==> config.mk <==
export PLATFORM = sky130hd
export DESIGN_NAME = pes_timestamp_rebase
export DESIGN_NICKNAME = d
export VERILOG_FILES = /design/src/tsr_pkg.sv /design/src/pes_timestamp_rebase.sv /design/src/tsr_ram.sv /design/src/tsr_stamp.sv
export SDC_FILE = /design/constraint.sdc
export NUM_CORES = 1
export LEC_CHECK = 0
export BUFFER_PORTS_ARGS = -buffer_cell sky130_fd_sc_hd__buf_2
export CORE_MARGIN = 2
export CORE_UTILIZATION = 25
export CTS_CLUSTER_DIAMETER = 150
export DETAILED_ROUTE_END_ITERATION = 6
export HOLD_SLACK_MARGIN = 0.08
export MAX_ROUTING_LAYER = met4
export SETUP_SLACK_MARGIN = 0.15
export SYNTH_ARGS = -nofsm -noshare
export SYNTH_HDL_FRONTEND = slang
export SYNTH_HIERARCHICAL = 1
export SYNTH_SLANG_ARGS = --single-unit
==> constraint.sdc <==
create_clock -name i_clk -period 7.45 [get_ports i_clk]
set_clock_uncertainty 0.1 [all_clocks]
set_input_delay 0.745 -clock i_clk [delete_from_list [all_inputs] [get_ports i_clk]]
set_output_delay 0.745 -clock i_clk [all_outputs]
set_load 0.01 [all_outputs]
==> src/tsr_pkg.sv <==
// Shared types and constants for the PES timestamp rebase block.
package tsr_pkg;

    // Header window geometry
    localparam int WIN_LEN = 19;
    localparam int POS_W   = 5;
    localparam int STAMP_W = 33;
    localparam int PTS_POS = 9;
    localparam int DTS_POS = 14;
    localparam int FIELD_BYTES = 5;

    // Byte 7 flag bits and re-encode prefixes
    localparam logic [7:0] FLAG_PTS       = 8'h80;
    localparam logic [7:0] FLAG_DTS       = 8'h40;
    localparam logic [7:0] PREFIX_PTS     = 8'h21;
    localparam logic [7:0] PREFIX_PTS_DTS = 8'h31;
    localparam logic [7:0] PREFIX_DTS     = 8'h11;

    // Start code bytes
    localparam logic [7:0] SC_ZERO = 8'h00;
    localparam logic [7:0] SC_ONE  = 8'h01;

    typedef logic [POS_W-1:0]         t_pos;
    typedef logic [STAMP_W-1:0]       t_stamp;
    typedef logic [8*FIELD_BYTES-1:0] t_field;

    typedef struct packed {
        logic [7:0] data_byte;
        logic       header_start;
    } t_in_item;

    typedef struct packed {
        logic [7:0] out_byte;
        logic       window_last;
    } t_out_item;

    // Which timestamp fields get replaced on emit
    typedef struct packed {
        logic pts_rw;
        logic dts_rw;
    } t_rw_ctl;

endpackage

==> src/pes_timestamp_rebase.sv <==
// Top level: PES header window buffering, timestamp rewrite and byte output.
//
//  channel | direction | handshake                   | payload
//  --------+-----------+-----------------------------+---------------------------
//  in      | input     | i_in_valid / o_in_ready     | i_in_item  (t_in_item)
//  out     | output    | o_out_valid / i_out_ready   | o_out_item (t_out_item)
//  cfg     | input     | i_cfg_valid / o_cfg_ready   | i_cfg_data (33-bit offset)
//
//  Pass-through and window fill bytes are accepted back to back unless the
//  output stalls. A completed window is scanned from the buffer RAM, passed
//  through the timestamp unit, then emitted with a read and an output step
//  per byte, paced by the single registered RAM read port. An aborted window
//  flushes with a read and an output step per buffered byte. Input is held
//  off while a window is processed. Reset is synchronous; the buffer RAM
//  needs no clearing. Output stalls hold the output register and output states.
module pes_timestamp_rebase (
    input  logic                 i_clk,
    input  logic                 i_rst_n,
    input  logic                 i_in_valid,
    output logic                 o_in_ready,
    input  tsr_pkg::t_in_item    i_in_item,
    output logic                 o_out_valid,
    input  logic                 i_out_ready,
    output tsr_pkg::t_out_item   o_out_item,
    input  logic                 i_cfg_valid,
    output logic                 o_cfg_ready,
    input  tsr_pkg::t_stamp      i_cfg_data
);
    import tsr_pkg::*;

    typedef enum logic [2:0] {
        S_RUN,
        S_FLUSH_RD,
        S_FLUSH_OUT,
        S_SCAN,
        S_CALC,
        S_EMIT_RD,
        S_EMIT_OUT
    } t_state;

    t_state     r_state, n_state;
    t_pos       r_pos, n_pos;
    t_pos       r_addr, n_addr;
    logic [7:0] r_pend, n_pend;
    t_stamp     r_offset;
    logic       r_out_valid, n_out_valid;
    t_out_item  r_out_item, n_out_item;

    // Scan capture
    logic       r_scan_vld;
    t_pos       r_scan_addr;
    logic [7:0] r_b0, r_b1, r_b2, r_flags;
    t_field     r_pts_f, r_dts_f;

    // RAM and timestamp unit signals
    logic       wr_en, rd_en;
    t_pos       wr_addr, rd_addr;
    logic [7:0] wr_data, rd_data;
    logic       stamp_go;
    t_rw_ctl    rw_ctl;
    t_field     new_pts, new_dts;

    logic       out_free, in_acc;
    logic [7:0] emit_byte;

    assign out_free    = !r_out_valid || i_out_ready;
    assign o_in_ready  = (r_state == S_RUN) && out_free;
    assign in_acc      = i_in_valid && o_in_ready;
    assign o_cfg_ready = 1'b1;
    assign o_out_valid = r_out_valid;
    assign o_out_item  = r_out_item;

    tsr_ram u_ram (
        .i_clk     (i_clk),
        .i_wr_en   (wr_en),
        .i_wr_addr (wr_addr),
        .i_wr_data (wr_data),
        .i_rd_en   (rd_en),
        .i_rd_addr (rd_addr),
        .o_rd_data (rd_data)
    );

    tsr_stamp u_stamp (
        .i_clk       (i_clk),
        .i_rst_n     (i_rst_n),
        .i_go        (stamp_go),
        .i_offset    (r_offset),
        .i_hdr_ok    ((r_b0 == SC_ZERO) && (r_b1 == SC_ZERO) && (r_b2 == SC_ONE)),
        .i_flags     (r_flags),
        .i_pts_field (r_pts_f),
        .i_dts_field (r_dts_f),
        .o_ctl       (rw_ctl),
        .o_pts_field (new_pts),
        .o_dts_field (new_dts)
    );

    // Substitute rewritten timestamp bytes on emit
    always_comb begin
        emit_byte = rd_data;
        for (int k = 0; k < FIELD_BYTES; k++) begin
            if (rw_ctl.pts_rw && (r_addr == t_pos'(PTS_POS + k))) begin
                emit_byte = new_pts[8*(FIELD_BYTES-1-k) +: 8];
            end
            if (rw_ctl.dts_rw && (r_addr == t_pos'(DTS_POS + k))) begin
                emit_byte = new_dts[8*(FIELD_BYTES-1-k) +: 8];
            end
        end
    end

    // Sequencer next state
    always_comb begin
        n_state     = r_state;
        n_pos       = r_pos;
        n_addr      = r_addr;
        n_pend      = r_pend;
        n_out_valid = r_out_valid && !i_out_ready;
        n_out_item  = r_out_item;
        wr_en       = 1'b0;
        wr_addr     = r_pos;
        wr_data     = i_in_item.data_byte;
        rd_en       = 1'b0;
        rd_addr     = r_addr;
        stamp_go    = 1'b0;

        unique case (r_state)
            S_RUN: begin
                if (in_acc) begin
                    if (i_in_item.header_start) begin
                        if ((r_pos != t_pos'(WIN_LEN)) && (r_pos != '0)) begin
                            // Abort the open window: flush it, hold the new byte
                            n_pend  = i_in_item.data_byte;
                            n_addr  = '0;
                            n_state = S_FLUSH_RD;
                        end else begin
                            wr_en   = 1'b1;
                            wr_addr = '0;
                            n_pos   = t_pos'(1);
                        end
                    end else if (r_pos == t_pos'(WIN_LEN)) begin
                        // Pass through
                        n_out_valid = 1'b1;
                        n_out_item  = '{out_byte: i_in_item.data_byte, window_last: 1'b0};
                    end else begin
                        // Fill the window
                        wr_en = 1'b1;
                        n_pos = r_pos + t_pos'(1);
                        if (r_pos == t_pos'(WIN_LEN - 1)) begin
                            n_addr  = '0;
                            n_state = S_SCAN;
                        end
                    end
                end
            end
            S_FLUSH_RD: begin
                rd_en   = 1'b1;
                n_state = S_FLUSH_OUT;
            end
            S_FLUSH_OUT: begin
                if (out_free) begin
                    n_out_valid = 1'b1;
                    n_out_item  = '{out_byte: rd_data, window_last: 1'b0};
                    if (r_addr == (r_pos - t_pos'(1))) begin
                        // Open the new window with the held byte
                        wr_en   = 1'b1;
                        wr_addr = '0;
                        wr_data = r_pend;
                        n_pos   = t_pos'(1);
                        n_state = S_RUN;
                    end else begin
                        n_addr  = r_addr + t_pos'(1);
                        n_state = S_FLUSH_RD;
                    end
                end
            end
            S_SCAN: begin
                if (r_addr == t_pos'(WIN_LEN)) begin
                    n_state = S_CALC;
                end else begin
                    rd_en  = 1'b1;
                    n_addr = r_addr + t_pos'(1);
                end
            end
            S_CALC: begin
                stamp_go = 1'b1;
                n_addr   = '0;
                n_state  = S_EMIT_RD;
            end
            S_EMIT_RD: begin
                rd_en   = 1'b1;
                n_state = S_EMIT_OUT;
            end
            S_EMIT_OUT: begin
                if (out_free) begin
                    n_out_valid = 1'b1;
                    n_out_item  = '{out_byte:    emit_byte,
                                    window_last: (r_addr == t_pos'(WIN_LEN - 1))};
                    if (r_addr == t_pos'(WIN_LEN - 1)) begin
                        n_pos   = t_pos'(WIN_LEN);
                        n_state = S_RUN;
                    end else begin
                        n_addr  = r_addr + t_pos'(1);
                        n_state = S_EMIT_RD;
                    end
                end
            end
            default: begin
                n_state = S_RUN;
            end
        endcase
    end

    // State, counters and registered outputs
    always_ff @(posedge i_clk) begin
        if (!i_rst_n) begin
            r_state     <= S_RUN;
            r_pos       <= t_pos'(WIN_LEN);
            r_addr      <= '0;
            r_offset    <= '0;
            r_out_valid <= 1'b0;
            r_scan_vld  <= 1'b0;
        end else begin
            r_state     <= n_state;
            r_pos       <= n_pos;
            r_addr      <= n_addr;
            r_pend      <= n_pend;
            r_out_valid <= n_out_valid;
            r_out_item  <= n_out_item;
            r_scan_vld  <= (r_state == S_SCAN) && rd_en;
            r_scan_addr <= r_addr;
            if (i_cfg_valid) begin
                r_offset <= i_cfg_data;
            end
        end
    end

    // Capture header fields as scan reads return
    always_ff @(posedge i_clk) begin
        if (r_scan_vld) begin
            if (r_scan_addr == t_pos'(0)) r_b0 <= rd_data;
            if (r_scan_addr == t_pos'(1)) r_b1 <= rd_data;
            if (r_scan_addr == t_pos'(2)) r_b2 <= rd_data;
            if (r_scan_addr == t_pos'(7)) r_flags <= rd_data;
            for (int k = 0; k < FIELD_BYTES; k++) begin
                if (r_scan_addr == t_pos'(PTS_POS + k)) begin
                    r_pts_f[8*(FIELD_BYTES-1-k) +: 8] <= rd_data;
                end
                if (r_scan_addr == t_pos'(DTS_POS + k)) begin
                    r_dts_f[8*(FIELD_BYTES-1-k) +: 8] <= rd_data;
                end
            end
        end
    end

    // Position never runs past the window length
    a_pos_range: assert property (@(posedge i_clk) disable iff (!i_rst_n)
        r_pos <= t_pos'(WIN_LEN))
        else $error("window position out of range");

    // The buffer is not written while a window is scanned or emitted
    a_no_write_busy: assert property (@(posedge i_clk) disable iff (!i_rst_n)
        (r_state == S_SCAN || r_state == S_CALC || r_state == S_EMIT_RD ||
         r_state == S_EMIT_OUT) |-> !wr_en)
        else $error("buffer written during window processing");

    // The last window byte starts the scan
    a_fill_to_scan: assert property (@(posedge i_clk) disable iff (!i_rst_n)
        (in_acc && !i_in_item.header_start && r_pos == t_pos'(WIN_LEN - 1))
        |=> r_state == S_SCAN)
        else $error("completed window did not start scan");

    // Window-last marks only the final emitted byte of a window
    a_last_from_emit: assert property (@(posedge i_clk) disable iff (!i_rst_n)
        (n_out_valid && n_out_item.window_last && out_free) |->
        (r_state == S_EMIT_OUT && r_addr == t_pos'(WIN_LEN - 1)))
        else $error("window_last outside window emit");

    // Timestamp unit runs once, right before emit
    a_calc_to_emit: assert property (@(posedge i_clk) disable iff (!i_rst_n)
        r_state == S_CALC |=> r_state == S_EMIT_RD)
        else $error("calc not followed by emit");

endmodule

==> src/tsr_ram.sv <==
// Header window buffer: one write port, one read port, registered read data.
module tsr_ram (
    input  logic              i_clk,
    input  logic              i_wr_en,
    input  tsr_pkg::t_pos     i_wr_addr,
    input  logic [7:0]        i_wr_data,
    input  logic              i_rd_en,
    input  tsr_pkg::t_pos     i_rd_addr,
    output logic [7:0]        o_rd_data
);
    import tsr_pkg::*;

    logic [7:0] mem [WIN_LEN];
    logic [7:0] r_rd_data;

    // Write the incoming byte
    always_ff @(posedge i_clk) begin
        if (i_wr_en) begin
            mem[i_wr_addr] <= i_wr_data;
        end
    end

    // Registered read; hold data when idle
    always_ff @(posedge i_clk) begin
        if (i_rd_en) begin
            r_rd_data <= mem[i_rd_addr];
        end
    end

    assign o_rd_data = r_rd_data;

endmodule

==> src/tsr_stamp.sv <==
// Timestamp unit: decode PTS/DTS, subtract the offset with saturation, re-encode.
module tsr_stamp (
    input  logic                i_clk,
    input  logic                i_rst_n,
    input  logic                i_go,
    input  tsr_pkg::t_stamp     i_offset,
    input  logic                i_hdr_ok,
    input  logic [7:0]          i_flags,
    input  tsr_pkg::t_field     i_pts_field,
    input  tsr_pkg::t_field     i_dts_field,
    output tsr_pkg::t_rw_ctl    o_ctl,
    output tsr_pkg::t_field     o_pts_field,
    output tsr_pkg::t_field     o_dts_field
);
    import tsr_pkg::*;

    function automatic t_stamp unpack_stamp(input t_field f);
        unpack_stamp = {f[35:33], f[31:24], f[23:17], f[15:8], f[7:1]};
    endfunction

    function automatic t_field pack_stamp(input t_stamp v, input logic [7:0] prefix);
        logic [7:0] b0;
        b0 = {4'b0000, v[32:30], 1'b0} + prefix;
        pack_stamp = {b0, v[29:22], v[21:15], 1'b1, v[14:7], v[6:0], 1'b1};
    endfunction

    function automatic t_stamp rebase(input t_stamp v, input t_stamp off);
        logic [STAMP_W:0] diff;
        diff = {1'b0, v} - {1'b0, off};
        rebase = diff[STAMP_W] ? '0 : diff[STAMP_W-1:0];
    endfunction

    t_stamp     pts, dts;
    logic       pts_nz, dts_nz;
    logic [7:0] pts_prefix;

    // Decode only stamps whose flag is set under a valid start code
    always_comb begin
        pts        = (i_hdr_ok && ((i_flags & FLAG_PTS) != '0)) ? unpack_stamp(i_pts_field) : '0;
        dts        = (i_hdr_ok && ((i_flags & FLAG_DTS) != '0)) ? unpack_stamp(i_dts_field) : '0;
        pts_nz     = (pts != '0);
        dts_nz     = (dts != '0);
        pts_prefix = dts_nz ? PREFIX_PTS_DTS : PREFIX_PTS;
    end

    // Register the rewrite decision and the new fields
    always_ff @(posedge i_clk) begin
        if (!i_rst_n) begin
            o_ctl <= '0;
        end else if (i_go) begin
            o_ctl.pts_rw <= pts_nz;
            o_ctl.dts_rw <= dts_nz;
            o_pts_field  <= pack_stamp(rebase(pts, i_offset), pts_prefix);
            o_dts_field  <= pack_stamp(rebase(dts, i_offset), PREFIX_DTS);
        end
    end

endmodule
==> results of run 1 <==
[registers in the layout, indices dropped and copies added, names as in the netlist, 3 cells and up]
name                 count
o_out_item               9
r_offset                33
r_b2                     8
u_stamp/o_pts_field     34
u_ram/o_rd_data          8
r_pos                    5
r_dts_f                 33
r_state                  3
r_b1                     8
u_ram/mem              152
r_b0                     8
r_addr                   5
u_stamp/o_dts_field     33
r_scan_addr              5
r_pts_f                 33
r_pend                   8
[metal layers]
metal	global-route usage	vias to the layer above	part of all wire
met5	-	-	0
met4	0.0477	0	0.031
met3	0.0211	94	0.059
met2	0.234	495	0.48
met1	0.178	7040	0.43
li1	-	6526	-
[power by group through the flow]
stage	clock, mW	sequential (mW)	combinational (mW)
final	2.11	2.67	1.07
after global routing	2.23	2.69	1.15
after CTS	2.15	2.67	1.07
after detailed placement	0	2.72	1.06
after global placement	0	2.72	1.05
after floorplan	0	2.66	0.730
[worst paths after layout]
| check | depth (start not counted) | slack, ns | start | end |
|---|---|---|---|---|
| min reg2reg | 2 | 0.39 | r_offset[32] | r_offset[32] |
| max reg2reg | 15 | 2.28 | r_b2[3] | u_stamp/o_pts_field[30] |
| min | 3 | 0.28 | i_cfg_data[10] | r_offset[10] |
| max | 15 | 2.28 | r_b2[3] | u_stamp/o_pts_field[30] |
[through the flow]
stage / power (mW) / utilization / setup WS (ns) / cells
2_1_floorplan: 3.39 / - / 3.49 / 1732
3_3_place_gp: 3.77 / 0.268 / 2.34 / 2766
3_5_place_dp: 3.78 / 0.268 / 2.38 / 2766
4_1_cts: 5.89 / 0.285 / 2.35 / 2841
5_1_grt: 6.07 / 0.285 / 1.94 / 2841
6_report: 5.86 / 0.285 / 2.28 / 2841
[worst max-delay path: cells and delay by family (launching register included)]
family	cells	cell delay, ns
flip-flops	1	0.35
AND/OR/NAND/NOR	6	2.10
adder cells (fa/ha/maj)	2	0.65
AO/OA/AOI/OAI	7	1.78
[area by class of cell]
cell class	count	area, um2	area share
inverter	61	229	0.00996
clock buffer	52	1080	0.0468
timing repair buffer	72	398	0.0173
sequential	391	11200	0.489
clock inverter	23	298	0.0129
multi-input combinational	1182	8420	0.366
tap	1060	1330	0.0577
==> flow_metrics.tcl, run 1 <==
set metrics [dict create \
    ctsHtreeMaxLevel 2 \
    postPlaceCellArea_mm2 0.0216 \
    clock_sinks 391 \
    max_stage_delay_ns 0.85 \
    insertion_delay_ns 0.60 \
    yosysWarnings 6 \
    setup_viol 0 \
    min_period_ns 5.17 \
    synth_area_mm2 0.0204 \
    postRouteAntennaNets 0 \
    grt_max_degree 68 \
    hold_viol_final 0 \
    whs_ns 0.284 \
    avgSynthCellArea_um2 11.8 \
    antenna_found_initial 0 \
    cp_max_fo 34 \
    syn_to_final_growth_pct 12.9 \
    outcome "finished clean" \
    grt_pass1_wl_um 87800 \
    power_density_mw_per_mm2 255 \
    crit_required_ns 7.77 \
    ir_worst_vdd_v 0.000183 \
    clkTransAtPathRegs_ns 0.06 \
    fmax_mhz 193 \
    dieArea_mm2 0.0838 \
    crit_arrival_ns 5.49 \
    viasPerCell 4.98 \
    dr.pass1.iters 7 \
    post_cts_buffers 0 \
    cts-buffers-inserted 41 \
    hold_class "in -> reg" \
    drc 0 \
    final_common_cell "edfxtp_1" \
    portBuffers 57 \
    max_cap_viol_count 0 \
    p_leak_nw 8.51 \
    grt_pass1_vias 14000 \
    cp_common_cell "o211ai_1" \
    cp_cell_sequence "nor4_1, nand4_1, nor2_2, and2_1, nand2_1, ha_1, fa_1, and2b_1, o211ai_1, a21oi_2, o211ai_1, a31oi_1, o21ai_0, a211o_1, a211oi_2" \
    cts_resized 0 \
    tns_ns 0 \
    period_share 0.694 \
    cts_buffer_depth 3 \
    grt_usage 0.142 \
    start_kind "flip-flop" \
    end_kind "flip-flop" \
    drive_gt1_frac 0.116 \
    layout_common_cells "edfxtp_1, nor2_1, nand2_1, and3_1, ha_1" \
    via_count 14200 \
    hpwl_um 41900 \
    swShare 0.299 \
    p_clk_frac 0.360 \
    placementRows 104 \
    root_buffer "clkbuf_16" \
    n_fill_cell 8188 \
    relSlewSlack 0.187 \
    report.final.slew_viol_count 0 \
    first_iter_violations 1256 \
    finish.instance_area_mm2 0.0230 \
    postCtsHoldBufs 0 \
    avgRoutedWirePerCell_um 20.6 \
    rsz0062_at_grt "false" \
    cts_tree "yes" \
    pwr-share-comb 0.183 \
    slowest_stage "nor2_2" \
    grt-ovfl-total 0 \
    start_util 0.253 \
    synthCells 1721 \
    antenna_cells 0 \
    tightest_slew_ns 1.21 \
    die_h_um 289 \
    p_switching_mw 1.75 \
    drt-total-wl_um 58400 \
    nets 1873 \
    io-pin-count 59 \
    die_w_um 289 \
    pwr-share-seq 0.456 \
    path_class "reg -> reg" \
    gp_congestion 0.905 \
    core-area_mm2 0.0805 \
    p_int_mw 4.11 \
]
No activity file was read; power rests on OpenSTA's default activity.
==> run 2, diff against run 1 <==
==> constraint.sdc (replaced) <==
create_clock -name i_clk -period 4.3 [get_ports i_clk]
set_clock_uncertainty 0.1 [all_clocks]
set_input_delay 0.43 -clock i_clk [delete_from_list [all_inputs] [get_ports i_clk]]
set_output_delay 0.43 -clock i_clk [all_outputs]
set_load 0.01 [all_outputs]
==> run 2 against run 1 <==
  * Via count grew 2.1%
  * Final cell count is 3.2% higher
  * Critical path depth fell by 1
  * Cell area is 3.9% higher
  * Largest cell class unchanged
  * Highest routed layer unchanged
==> flow_metrics.tcl, run 2 (synthesized netlist as in run 1, its figures left out) <==
set metrics [dict create \
    outcome "finished clean" \
    rsz0062_at_grt "false" \
    final_core_util 0.297 \
    postRouteAntennaNets 0 \
    tns_ns 0 \
    postPlaceCellArea_mm2 0.0220 \
    start_util 0.253 \
    dieArea_mm2 0.0838 \
    hp-start "i_rst_n" \
    period_share 0.919 \
    critPathTopFamily "simple AND/OR/NAND/NOR gates" \
    r2r_cells 14 \
    grt-ovfl-total 0 \
    cts-buffers-inserted 43 \
    dp_cells 2806 \
    cp_common_cell "buf_12" \
    reg2reg_setup_slack_ns 0.35 \
    crit_arrival_ns 4.23 \
    drt-total-wl_um 59200 \
    layout_common_cells "edfxtp_1, nor2_1, nand2_1, and3_1, ha_1" \
    max_stage_delay_ns 0.43 \
    nets 1960 \
    cp.depth 14 \
    io-pin-count 59 \
    insertion_delay_ns 0.61 \
    drc 0 \
    viasPerCell 4.93 \
    power_density_mw_per_mm2 426 \
    cp_max_fo 27 \
    avgRoutedWirePerCell_um 20.2 \
    final_common_cell "edfxtp_1" \
    stdcell_count 2931 \
    fmax_mhz 253 \
    cp_cell_sequence "nor4b_2, nand4_1, nor2_4, buf_12, and3_1, ha_1, nand2_2, or3_1, a32oi_2, a211o_1, a31oi_2, and2_4, buf_12, nor2_1" \
    core-area_mm2 0.0805 \
    largest_reg_flops 152 \
    dpl_worst_slack_ns 0.130 \
    path_class "reg -> reg" \
    tightest_slew_ns 1.30 \
    fin_ws_ns 0.346 \
    grt_pass1_vias 14200 \
    die_h_um 289 \
    cp_num_buf_inv 2 \
    ir_worst_vdd_v 0.000337 \
    grt_pass1_wl_um 87500 \
    portBuffers 57 \
    report.final.slew_viol_count 0 \
    clock_sinks 391 \
    die_w_um 289 \
    finalPower_mw 10.2 \
    dr.pass1.iters 5 \
    antenna_found_initial 0 \
    cts_buffer_depth 3 \
    hold_depth 2 \
    min_period_ns 3.95 \
    end_kind "flip-flop" \
    gp_congestion 0.912 \
    clkTransAtPathRegs_ns 0.06 \
    placementRows 104 \
    r2r-end "u_stamp/o_dts_field[17]" \
    drive_gt1_frac 0.146 \
    p_leak_nw 8.95 \
    grt_usage 0.143 \
    whs_ns 0.154 \
    grt_max_degree 42 \
    top_regs "u_ram/mem: 152 flops, u_stamp/o_pts_field: 34 flops" \
    hold_viol_final 0 \
    max_cap_viol_count 0 \
    slowest_stage "or3_1" \
    cts_tree "yes" \
    antenna_cells 0 \
    syn_to_final_growth_pct 17.3 \
    regMostFlops "u_ram/mem" \
    start_kind "flip-flop" \
    root_buffer "clkbuf_16" \
    relSlewSlack 0.127 \
    via_count 14500 \
    finish.instance_area_mm2 0.0239 \
    setup_viol 0 \
    min_to "r_pos[0]" \
    hpwl_um 42000 \
    hold_class "in -> reg" \
    crit_required_ns 4.58 \
    ctsHtreeMaxLevel 2 \
    r2r_start "r_b2[5]" \
    first_iter_violations 1233 \
]
-- run 2: worst max-delay path by stage --
stage / startpoint / end
after floorplan: r_b1[5] / u_stamp/o_dts_field[33]
after global placement: r_b1[5] / u_stamp/o_pts_field[28]
after detailed placement: r_b1[5] / u_stamp/o_pts_field[28]
after CTS: r_b1[5] / u_stamp/o_pts_field[35]
after global routing: r_b2[5] / u_stamp/o_pts_field[12]
final: r_b2[5] / u_stamp/o_dts_field[17]
-- run 2: where the power goes --
| group | leakage, nW | switching [mW] | internal (mW) |
|---|---|---|---|
| registers | 3.62 | 0.259 | 4.41 |
| logic | 4.66 | 1.17 | 0.699 |
| clock network | 0.662 | 1.64 | 2.00 |
| total | 8.95 | 3.06 | 7.11 |
-- run 2: layout make-up --
type,count,area (um2)
clock inverter,25,213
fill,8087,56700
inverter,61,229
tap,1060,1330
multi-input combinational,1182,8490
clock buffer,55,1190
sequential,391,11200
timing repair buffer,157,1190
-- run 2: layer usage --
metal | wire length [um] | vias up | global-route usage | share of wire
met5 | 0 | - | - | 0
met4 | 2020 | 0 | 0.0505 | 0.034
met3 | 3370 | 111 | 0.0238 | 0.057
met2 | 28300 | 512 | 0.233 | 0.48
met1 | 25400 | 7145 | 0.178 | 0.43
li1 | - | 6687 | - | -
-- run 2: repair_timing --
action                                  in CTS  in global routing
hold endpoints to repair                    41                  0
setup buffers                                0                  4
hold buffers                                41                  0
endpoints found under the setup margin       2                 62
resized for setup                            1                 17
pin swaps                                    0                  7
